<file path="config.mk">
export PLATFORM = sky130hd
export DESIGN_NAME = decimal_integer_parse_check
export DESIGN_NICKNAME = d
export VERILOG_FILES = /design/src/design/dipc_pkg.sv /design/src/design/dipc_accum.sv /design/src/design/dipc_check.sv /design/src/design/decimal_integer_parse_check.sv
export SDC_FILE = /design/constraint.sdc
export NUM_CORES = 1
export LEC_CHECK = 0
export BUFFER_PORTS_ARGS = -buffer_cell sky130_fd_sc_hd__buf_2
export CAP_MARGIN = 20
export CORE_MARGIN = 5
export CORE_UTILIZATION = 46
export DETAILED_ROUTE_END_ITERATION = 12
export HOLD_SLACK_MARGIN = 0.03
export PLACE_DENSITY = 0.66
export SYNTH_ARGS = -nofsm -noshare
export SYNTH_HDL_FRONTEND = slang
export SYNTH_SLANG_ARGS = --single-unit
</file>
<file path="constraint.sdc">
create_clock -name clk_i -period 16.28 [get_ports clk_i]
set_input_delay 1.628 -clock clk_i [delete_from_list [all_inputs] [get_ports clk_i]]
set_output_delay 1.628 -clock clk_i [all_outputs]
set_load 0.1 [all_outputs]
</file>
<file path="src/design/dipc_pkg.sv">
// ----------------------------------------------------------------------------
// dipc_pkg: shared types and constants for the decimal integer parser
// Item structs for both channels, the status codes, the accumulator snapshot
// handed from the accumulate stage to the check stage, and the range table.
// ----------------------------------------------------------------------------
package dipc_pkg;

  localparam int unsigned CharW  = 8;
  localparam int unsigned TypeW  = 3;
  localparam int unsigned ValueW = 64;
  localparam int unsigned DigitW = 4;

  // Largest magnitude that can still be multiplied by ten and take a digit.
  localparam logic [ValueW-1:0] MagTenLimit = 64'd1844674407370955161;
  localparam logic [DigitW-1:0] MaxLastDigit = 4'd5;

  localparam logic [CharW-1:0] CharZero  = 8'h30;
  localparam logic [CharW-1:0] CharNine  = 8'h39;
  localparam logic [CharW-1:0] CharPlus  = 8'h2b;
  localparam logic [CharW-1:0] CharMinus = 8'h2d;

  typedef enum logic [TypeW-1:0] {
    TYPE_U8  = 3'd0,
    TYPE_U16 = 3'd1,
    TYPE_U32 = 3'd2,
    TYPE_U64 = 3'd3,
    TYPE_I8  = 3'd4,
    TYPE_I16 = 3'd5,
    TYPE_I32 = 3'd6,
    TYPE_I64 = 3'd7
  } num_type_e;

  typedef enum logic [1:0] {
    STAT_OK        = 2'd0,
    STAT_BAD_CHAR  = 2'd1,
    STAT_RANGE     = 2'd2,
    STAT_NO_DIGITS = 2'd3
  } status_e;

  typedef struct packed {
    logic [CharW-1:0] char_in;
    logic [TypeW-1:0] num_type;
    logic             last_char;
  } in_item_t;

  typedef struct packed {
    status_e           status;
    logic [ValueW-1:0] value;
  } out_item_t;

  // Accumulator contents at the end of one string.
  typedef struct packed {
    logic [TypeW-1:0]  num_type;
    logic              negative;
    logic [ValueW-1:0] magnitude;
    logic              overflowed;
    logic              bad_seen;
    logic              digit_seen;
  } snap_t;

  // Largest positive value of each target type.
  function automatic logic [ValueW-1:0] pos_limit(input logic [TypeW-1:0] t);
    logic [ValueW-1:0] lim;
    case (num_type_e'(t))
      TYPE_U8:  lim = 64'd255;
      TYPE_U16: lim = 64'd65535;
      TYPE_U32: lim = 64'd4294967295;
      TYPE_U64: lim = 64'hffff_ffff_ffff_ffff;
      TYPE_I8:  lim = 64'd127;
      TYPE_I16: lim = 64'd32767;
      TYPE_I32: lim = 64'd2147483647;
      TYPE_I64: lim = 64'h7fff_ffff_ffff_ffff;
      default:  lim = 64'h7fff_ffff_ffff_ffff;
    endcase
    return lim;
  endfunction

endpackage

</file>
<file path="src/design/dipc_accum.sv">
// ----------------------------------------------------------------------------
// dipc_accum: per-character accumulate stage
// Holds the parse state of the current string, folds one character into it
// per transfer, and captures a snapshot of the state on the last character.
// ----------------------------------------------------------------------------
module dipc_accum (
  input  logic               clk_i,
  input  logic               rst_ni,
  input  logic               item_valid_i,
  input  dipc_pkg::in_item_t item_i,
  output logic               item_ready_o,
  output logic               snap_valid_o,
  output dipc_pkg::snap_t    snap_o,
  input  logic               snap_ready_i
);

  logic                                at_start_q, at_start_d;
  logic [dipc_pkg::TypeW-1:0]          type_q, type_d;
  logic                                neg_q, neg_d;
  logic [dipc_pkg::ValueW-1:0]         mag_q, mag_d;
  logic                                ovf_q, ovf_d;
  logic                                bad_q, bad_d;
  logic                                dig_q, dig_d;
  logic                                snap_vld_q;
  dipc_pkg::snap_t                     snap_q;

  logic                                fire;
  logic                                is_digit;
  logic [dipc_pkg::DigitW-1:0]         digit;
  logic [dipc_pkg::ValueW-1:0]         mag_base;
  logic [dipc_pkg::ValueW-1:0]         mag_next;
  logic                                ovf_base;
  logic                                ovf_hit;
  logic [dipc_pkg::CharW-1:0]          char_sub;

  assign item_ready_o = !snap_vld_q || snap_ready_i;
  assign fire         = item_valid_i && item_ready_o;

  assign is_digit = (item_i.char_in >= dipc_pkg::CharZero) &&
                    (item_i.char_in <= dipc_pkg::CharNine);
  assign char_sub = item_i.char_in - dipc_pkg::CharZero;
  assign digit    = char_sub[dipc_pkg::DigitW-1:0];

  // The first character of a string starts from a cleared state.
  assign mag_base = at_start_q ? '0 : mag_q;
  assign ovf_base = at_start_q ? 1'b0 : ovf_q;
  assign mag_next = (mag_base << 3) + (mag_base << 1) +
                    {{(dipc_pkg::ValueW-dipc_pkg::DigitW){1'b0}}, digit};
  assign ovf_hit  = (mag_base > dipc_pkg::MagTenLimit) ||
                    ((mag_base == dipc_pkg::MagTenLimit) && (digit > dipc_pkg::MaxLastDigit));

  always_comb begin
    type_d = at_start_q ? item_i.num_type : type_q;
    neg_d  = at_start_q ? 1'b0 : neg_q;
    mag_d  = mag_base;
    ovf_d  = ovf_base;
    bad_d  = at_start_q ? 1'b0 : bad_q;
    dig_d  = at_start_q ? 1'b0 : dig_q;
    if (is_digit) begin
      dig_d = 1'b1;
      if (!ovf_base) begin
        if (ovf_hit) begin
          ovf_d = 1'b1;
        end else begin
          mag_d = mag_next;
        end
      end
    end else if (at_start_q && (item_i.char_in == dipc_pkg::CharPlus)) begin
      bad_d = bad_d;
    end else if (at_start_q && (item_i.char_in == dipc_pkg::CharMinus) && type_d[2]) begin
      neg_d = 1'b1;
    end else begin
      bad_d = 1'b1;
    end
    at_start_d = item_i.last_char;
  end

  always_ff @(posedge clk_i or negedge rst_ni) begin
    if (!rst_ni) begin
      at_start_q <= 1'b1;
      type_q     <= '0;
      neg_q      <= 1'b0;
      mag_q      <= '0;
      ovf_q      <= 1'b0;
      bad_q      <= 1'b0;
      dig_q      <= 1'b0;
      snap_vld_q <= 1'b0;
    end else begin
      if (fire) begin
        at_start_q <= at_start_d;
        type_q     <= type_d;
        neg_q      <= neg_d;
        mag_q      <= mag_d;
        ovf_q      <= ovf_d;
        bad_q      <= bad_d;
        dig_q      <= dig_d;
      end
      if (item_ready_o) begin
        snap_vld_q <= fire && item_i.last_char;
      end
    end
  end

  always_ff @(posedge clk_i) begin
    if (fire && item_i.last_char) begin
      snap_q.num_type   <= type_d;
      snap_q.negative   <= neg_d;
      snap_q.magnitude  <= mag_d;
      snap_q.overflowed <= ovf_d;
      snap_q.bad_seen   <= bad_d;
      snap_q.digit_seen <= dig_d;
    end
  end

  assign snap_valid_o = snap_vld_q;
  assign snap_o       = snap_q;

endmodule

</file>
<file path="src/design/dipc_check.sv">
// ----------------------------------------------------------------------------
// dipc_check: final status and value stage
// Classifies a finished string, applies the range of its target type, forms
// the two's complement value, and holds the result in the output register.
// ----------------------------------------------------------------------------
module dipc_check (
  input  logic                clk_i,
  input  logic                rst_ni,
  input  logic                snap_valid_i,
  input  dipc_pkg::snap_t     snap_i,
  output logic                snap_ready_o,
  output logic                out_valid_o,
  output dipc_pkg::out_item_t out_data_o,
  input  logic                out_stall_i
);

  logic                          out_vld_q;
  dipc_pkg::out_item_t           out_q, out_d;
  logic [dipc_pkg::ValueW-1:0]   lim;
  logic [dipc_pkg::ValueW-1:0]   lim_adj;
  logic                          load;

  assign snap_ready_o = !out_vld_q || !out_stall_i;
  assign load         = snap_valid_i && snap_ready_o;

  // A negative magnitude may reach one past the positive limit.
  assign lim     = dipc_pkg::pos_limit(snap_i.num_type);
  assign lim_adj = snap_i.negative ? lim + 64'd1 : lim;

  always_comb begin
    out_d.value = '0;
    if (snap_i.bad_seen) begin
      out_d.status = dipc_pkg::STAT_BAD_CHAR;
    end else if (!snap_i.digit_seen) begin
      out_d.status = dipc_pkg::STAT_NO_DIGITS;
    end else if (snap_i.overflowed || (snap_i.magnitude > lim_adj)) begin
      out_d.status = dipc_pkg::STAT_RANGE;
    end else begin
      out_d.status = dipc_pkg::STAT_OK;
      out_d.value  = snap_i.negative ? (64'd0 - snap_i.magnitude) : snap_i.magnitude;
    end
  end

  always_ff @(posedge clk_i or negedge rst_ni) begin
    if (!rst_ni) begin
      out_vld_q <= 1'b0;
    end else if (snap_ready_o) begin
      out_vld_q <= snap_valid_i;
    end
  end

  always_ff @(posedge clk_i) begin
    if (load) begin
      out_q <= out_d;
    end
  end

  assign out_valid_o = out_vld_q;
  assign out_data_o  = out_q;

endmodule

</file>
<file path="src/design/decimal_integer_parse_check.sv">
// ----------------------------------------------------------------------------
// decimal_integer_parse_check: ASCII decimal string to integer with range check
// Parses one character per transfer into a 64-bit magnitude and reports a
// status and the signed or unsigned value when the last character arrives.
// ----------------------------------------------------------------------------
//
//   Channel  Direction  Handshake              Payload
//   -------  ---------  ---------------------  ------------------------------
//   input    in         in_valid_i/in_stall_o  char_in, num_type, last_char
//   output   out        out_valid_o/out_stall_i status, value
//
// One character is taken in every cycle when the output side does not stall.
// A character passes the input register, the accumulate stage (multiply by
// ten as a shift-add) and the check stage; the result of the last character
// is registered as a snapshot and then in the output register, which drives
// out_valid_o. Reset clears all valid flags and arms the block for the first
// character of a string. Output stall backs up stage by stage, so in_stall_o
// rises only when every stage holds an item.
//
// Characters that are not last produce no result. The first character of a
// string latches the target type; a leading plus, or a leading minus for the
// signed types, is accepted, and anything else that is not a digit marks the
// string as bad. Status priority is bad character, then no digits, then out
// of range; the value is zero unless the status is ok.
module decimal_integer_parse_check (
  input  logic                clk_i,
  input  logic                rst_ni,
  input  logic                in_valid_i,
  output logic                in_stall_o,
  input  dipc_pkg::in_item_t  in_data_i,
  output logic                out_valid_o,
  input  logic                out_stall_i,
  output dipc_pkg::out_item_t out_data_o
);

  logic               in_vld_q;
  dipc_pkg::in_item_t in_q;
  logic               acc_ready;
  logic               in_ready;
  logic               snap_valid;
  logic               snap_ready;
  dipc_pkg::snap_t    snap;

  // The input register can take a new transfer when it is empty or its
  // current character moves on to the accumulate stage in this cycle.
  assign in_ready   = !in_vld_q || acc_ready;
  assign in_stall_o = !in_ready;

  always_ff @(posedge clk_i or negedge rst_ni) begin
    if (!rst_ni) begin
      in_vld_q <= 1'b0;
    end else if (in_ready) begin
      in_vld_q <= in_valid_i;
    end
  end

  always_ff @(posedge clk_i) begin
    if (in_valid_i && in_ready) begin
      in_q <= in_data_i;
    end
  end

  dipc_accum u_accum (
    .clk_i        (clk_i),
    .rst_ni       (rst_ni),
    .item_valid_i (in_vld_q),
    .item_i       (in_q),
    .item_ready_o (acc_ready),
    .snap_valid_o (snap_valid),
    .snap_o       (snap),
    .snap_ready_i (snap_ready)
  );

  dipc_check u_check (
    .clk_i        (clk_i),
    .rst_ni       (rst_ni),
    .snap_valid_i (snap_valid),
    .snap_i       (snap),
    .snap_ready_o (snap_ready),
    .out_valid_o  (out_valid_o),
    .out_data_o   (out_data_o),
    .out_stall_i  (out_stall_i)
  );

endmodule

</file>
# After elaboration in Yosys (flattened, before gate mapping)
# Memories as Yosys holds them, arrays and structs flattened. A register that Yosys moved wholly into a read port is not among the register bits.
# Cells that the tools add are included.
# word_totals
mem_bits_ro,456
inputBits,16
memories,1
ff_bits,224
# mem_list
memory,words,width,rd,rd_ports_with_merged_regs,wr,line,source
(no name shown),8,57,1,1,0,dipc_pkg.sv:64,case (num_type_e'(t))
# op_classes
n_lt_le_gt_ge,5
n_bitwise,1
n_eq_ne,3
n_reduce_logical,21
add_sub_neg,5
muxes,24
# ops
operator,count
$mux W64,6
$add A64 B1 Y64 const B,1
$add A64 B4 Y64,1
$add A64 B64 Y64,1
$eq A64 B61 Y1 const B,1
$gt A64 B61 Y1 const B,1
$gt A64 B64 Y1,1
$sub A1 B64 Y64 const A,1
$eq A8 B6 Y1 const B,2
$mux W1,14
$logic_and A1 B1 Y1,9
$ge A8 B6 Y1 const B,1
$le A8 B6 Y1 const B,1
$mux W3,2
$logic_not A1 Y1,5
$logic_or A1 B1 Y1,5
$gt A4 B3 Y1 const B,1
$mux W2,2
$sub A4 B1 Y4 const B,1
$reduce_or A3 Y1,1
$reduce_or A2 Y1,1
$not A1 Y1,1

# Depth between registers and ports, before layout
# logic_depth
ltp_word,7
ltp_mapped,18
mapped_depth_nobuf,16

# By module
# A second synthesis with hierarchy kept.
# unflattened
cells_unflattened,1743
area_unflattened_um2,17111.4
# by_module_without_submodules
module,area_each_um2,n_inst,cells_per_inst,seq_area_each_um2
dipc_accum,10919.2,1,1147,3960.0
dipc_check,5774.3,1,579,2006.9
decimal_integer_parse_check,417.9,1,17,385.4

# Worst setup path before layout
# Ideal clock, no wire load.
# synth_path
path_type,in2reg
startpoint,input port out_stall_i
endpoint,register u_check.out_q (netlist bit u_check.out_data_o[0]) (enable)
slack_ns,9.277
cell_stages,1
arrival_ns,6.412
cell_sequence,a21boi_0
# synth_between
elab_chain_len,3
# synth_lines
element,line,source
from (decl),decimal_integer_parse_check.sv:32,"input logic out_stall_i,"
$logic_not A1 Y1,dipc_check.sv:23,assign snap_ready_o = !out_vld_q || !out_stall_i;
$logic_or A1 B1 Y1,dipc_check.sv:23,
$logic_and A1 B1 Y1,dipc_check.sv:24,assign load = snap_valid_i && snap_ready_o;
to (signal assigned),dipc_check.sv:54,out_q <= out_d;
to (decl),dipc_check.sv:18,"dipc_pkg::out_item_t out_q, out_d;"
# No other way between the ends.
# A chain may end at the register's enable or synchronous reset.

# Worst setup path in the final report
# layout_path
startpoint,register u_accum.snap_q (netlist bit u_accum.snap_o[67])
endpoint,"register u_check.out_q (netlist bit u_check.out_data_o[54]), data pin"
# layout_between
elab_chain_len,4
# layout_lines
element,line,source
from (decl),dipc_accum.sv:25,dipc_pkg::snap_t snap_q;
$mux W64,dipc_check.sv:28,assign lim_adj = snap_i.negative ? lim + 64'd1 : lim;
$gt A64 B64 Y1,dipc_check.sv:36,end else if (snap_i.overflowed || (snap_i.magnitude > lim_adj)) begin
$logic_or A1 B1 Y1,dipc_check.sv:36,
$reduce_or A3 Y1 (no line),--,
# Parallel ways exist; a longest one is shown, timed or not.

==> impl_metrics.yaml <==
clocking:
  cts_inserted_buffers: 23
  clockBufferDepth: 3
  postCtsSetupRepairBufs: 0
  cts-hold-fix-buffers: 0
  clkLatencyLatePin_ns: 0.52
  cts_tree: "built"
  clkTransAtPathRegs_ns: 0.07
  clockRootBuffer: "clkbuf_16"
  cts.repair.resized: 0
  cts_sinks: 231
  htree_levels: 1
sta:
  rsz0062_at_grt: "false"
  fin_skew_ns: 0.01078
  timing.final.crit_share_pct: 35.28
  setup_viol_count_final: 0
  slew_headroom_pct: 26.94
  fmax_mhz: 174.1
  worstMarginPinSlew_ns: 1.092
  slew_viol_final: 0
  finalCriticalPeriod_ns: 5.743
  fin_tns_setup_ns: 0
  finalHoldViolations: 0
grt:
  antenna_found_initial: 0
  grt_max_degree: 77
  grt_pass1_wl_mm: 68.88
  grt_remaining_overflow: 0
  grt_pass1_vias: 12766
  grt_usage_pct: 20.37
synth:
  ys.warnings.count: 0
  synth_top_area_share_pct: 26.39
  ys_ff_latch: 231
  syn-num-nets: 2013
  synth_cells: 1805
  synth-edff-count: 149
  syn_avg_cell_area_sq_um: 9.395
  synth_cell_types: 74
  synthFlopType: "edfxtp_1"
  synth.most_common_cell: "nand2_1"
  synth_area_leaders: "edfxtp_1 26%, ha_1 14%, dfrtp_1 11%"
  synth_commonest_cells: "196 x nand2_1, 190 x ha_1, 152 x nor2_1, 149 x edfxtp_1, 146 x o21ai_0"
  yosysTopAreaCell: "edfxtp_1"
  async_reset_ff_share_pct: 32.47
  synth_area_sq_mm: 0.01696
  synth_seq_area_share_pct: 38.29
route:
  drt_wl_total_mm: 42.74
  vias_per_cell: 5.885
  wl_met3_mm: 3.006
  wire_per_inst_microns: 18.40
  drc: 0
  m1WireLength_mm: 21.14
  drt_iter0_drc: 1090
  wl_met2_mm: 17.66
  num_vias: 13671
  route.antenna.remaining_nets: 0
  top_layer_used: "met4"
  firstDrtPassIters: 5
floorplan:
  die_h_microns: 202
  start_util_pct: 46.43
  io_pins: 84
  dieArea_sq_mm: 0.04080
  row_count: 70
  core_sq_mm: 0.03652
  die_x_microns: 202
power_and_ir_drop:
  total_power_w: 0.001594
  vdd.ir_drop.worst_mv: 0.06078
  power.density_mw_per_mm2: 86.23
  leakage_nw: 8.187
critical_path:
  cp.arrival_ns: 6.09
  ff2ff_setup_slack_ns: 10.54
  crit_type: "reg -> reg"
  reg2reg_depth: 14
  crit_required_ns: 16.63
  crit_path_end_kind: "flop"
  critPathLaunchType: "flop"
  worst_r2r_startpoint: "u_accum.snap_o[67]"
  crit_fanout: 76
  r2r-end: "u_check.out_data_o[54]"
worst_hold_path:
  hold-path-endpoint: "u_accum.bad_q"
  holdPathStages: 2
  hold_class: "reg -> reg"
  worstHoldStart: "u_accum.bad_q"
placed_design:
  port_buffers: 83
  gp_routability_congestion: 0.9333
  dp_hpwl_mm: 33.09
run_status:
  status: "finished clean"
final_layout:
  nFillCells: 3320
  n_antenna_cell: 0
  final_nets: 2047
  drive_above_1_share_pct: 9.865
  multi_input_area_sq_mm: 0.01004
  regArea_sq_mm: 0.006492
  syn_to_final_growth_pct: 8.979
flow_run:
  maxCapViolations: 0
-- critical path, cell delays in order, from the launching register on --
cell	delay, ns
edfxtp_1	0.32
buf_4	0.54
nand4_1	0.85
o21ai_0	0.69
ha_1	0.34
a21o_1	0.16
a21o_1	0.17
a21oi_1	0.15
o21ai_0	0.09
a21oi_1	0.14
o21ai_0	0.25
a2111oi_0	0.61
o211ai_1	0.21
a211o_2	0.73
nor2_1	0.26
-- layout make-up --
type                       count  share of cell area, %
timing repair buffer          94                  2.708
sequential                   231                  35.13
multi-input combinational   1453                  54.33
inverter                      36                 0.7312
clock inverter                12                 0.6906
tap                          468                  3.169
clock buffer                  29                  3.236
-- sequential cells by signal, indices dropped and copies added (netlist names) --
name,cells
u_accum.snap_o,71
u_check.out_data_o,66
u_accum.mag_q,64
in_q,12
u_check.lim,7
u_accum.type_q,3
in_vld_q,1
u_accum.at_start_q,1
u_accum.bad_q,1
u_accum.dig_q,1
u_accum.neg_q,1
u_accum.ovf_q,1
u_accum.snap_valid_o,1
u_check.out_valid_o,1
-- power breakdown --
group | switching [W] | leakage [nW] | total [W] | internal [W]
Sequential | 0.0000365 | 2.51 | 0.000708 | 0.000671
Clock | 0.000221 | 0.345 | 0.000516 | 0.000294
Combinational | 0.000262 | 5.33 | 0.000370 | 0.000108
-- through the flow --
stage	setup WS [ns]	instances	cell area [sq um]	util, %	hold WS (ns)
after floorplan	9.277	1805	16960	-	0.4461
after global placement	10.72	2282	17750	48.61	0.4619
after detailed placement	10.58	2282	17750	48.61	0.4628
after CTS	10.56	2323	18480	50.60	0.4845
after global routing	9.905	2323	18480	50.60	0.5138
final	10.54	2323	18480	50.60	0.4856
-- how the worst max path moves through the flow --
stage / startpoint / to / slack [ns] / cells past startpoint
after floorplan: out_stall_i / u_check.out_data_o[0] / 9.28 / 1
after CTS: u_accum.snap_o[67] / u_check.out_data_o[54] / 10.56 / 14
after global routing: u_accum.snap_o[67] / u_check.out_data_o[45] / 9.90 / 14
after global placement: u_accum.snap_o[67] / u_check.out_data_o[2] / 10.72 / 14
final: u_accum.snap_o[67] / u_check.out_data_o[54] / 10.54 / 14
after detailed placement: u_accum.snap_o[67] / u_check.out_data_o[2] / 10.58 / 14
-- layout by cell type (no fill, tap or decap), types with 7 or more instances in the layout --
cell type	instances
a211oi_1	12
a21o_1	59
a21oi_1	105
a22o_1	35
a31oi_1	12
and3_1	11
buf_2	82
buf_4	12
clkbuf_16	23
dfrtp_1	74
dfxtp_1	7
edfxtp_1	149
ha_1	190
inv_1	34
mux2_2	25
nand2_1	196
nand2b_1	12
nand3_1	32
nand4_1	45
nor2_1	151
nor2b_1	68
nor3_1	24
nor4_1	7
o211ai_1	9
o21a_1	15
o21ai_0	146
o21bai_1	9
o22ai_1	7
o31ai_1	23
or3_1	17
or3_4	8
xnor2_1	43
xor2_1	82
-- logic make-up after synthesis --
logic type	synth area share (%)
xor+xnor	6.456
buf+inv	2.686
simple gates	17.57
mux	1.896
fa+ha+maj	14.26
flops	38.29
compound gates	18.85
-- routing by layer --
metal,track usage [%],vias to the layer above
met5,0,-
li1,-,6732
met2,29.66,455
met4,5.176,0
met3,2.888,50
met1,31.76,6434
(Power assumes the default switching activity.)
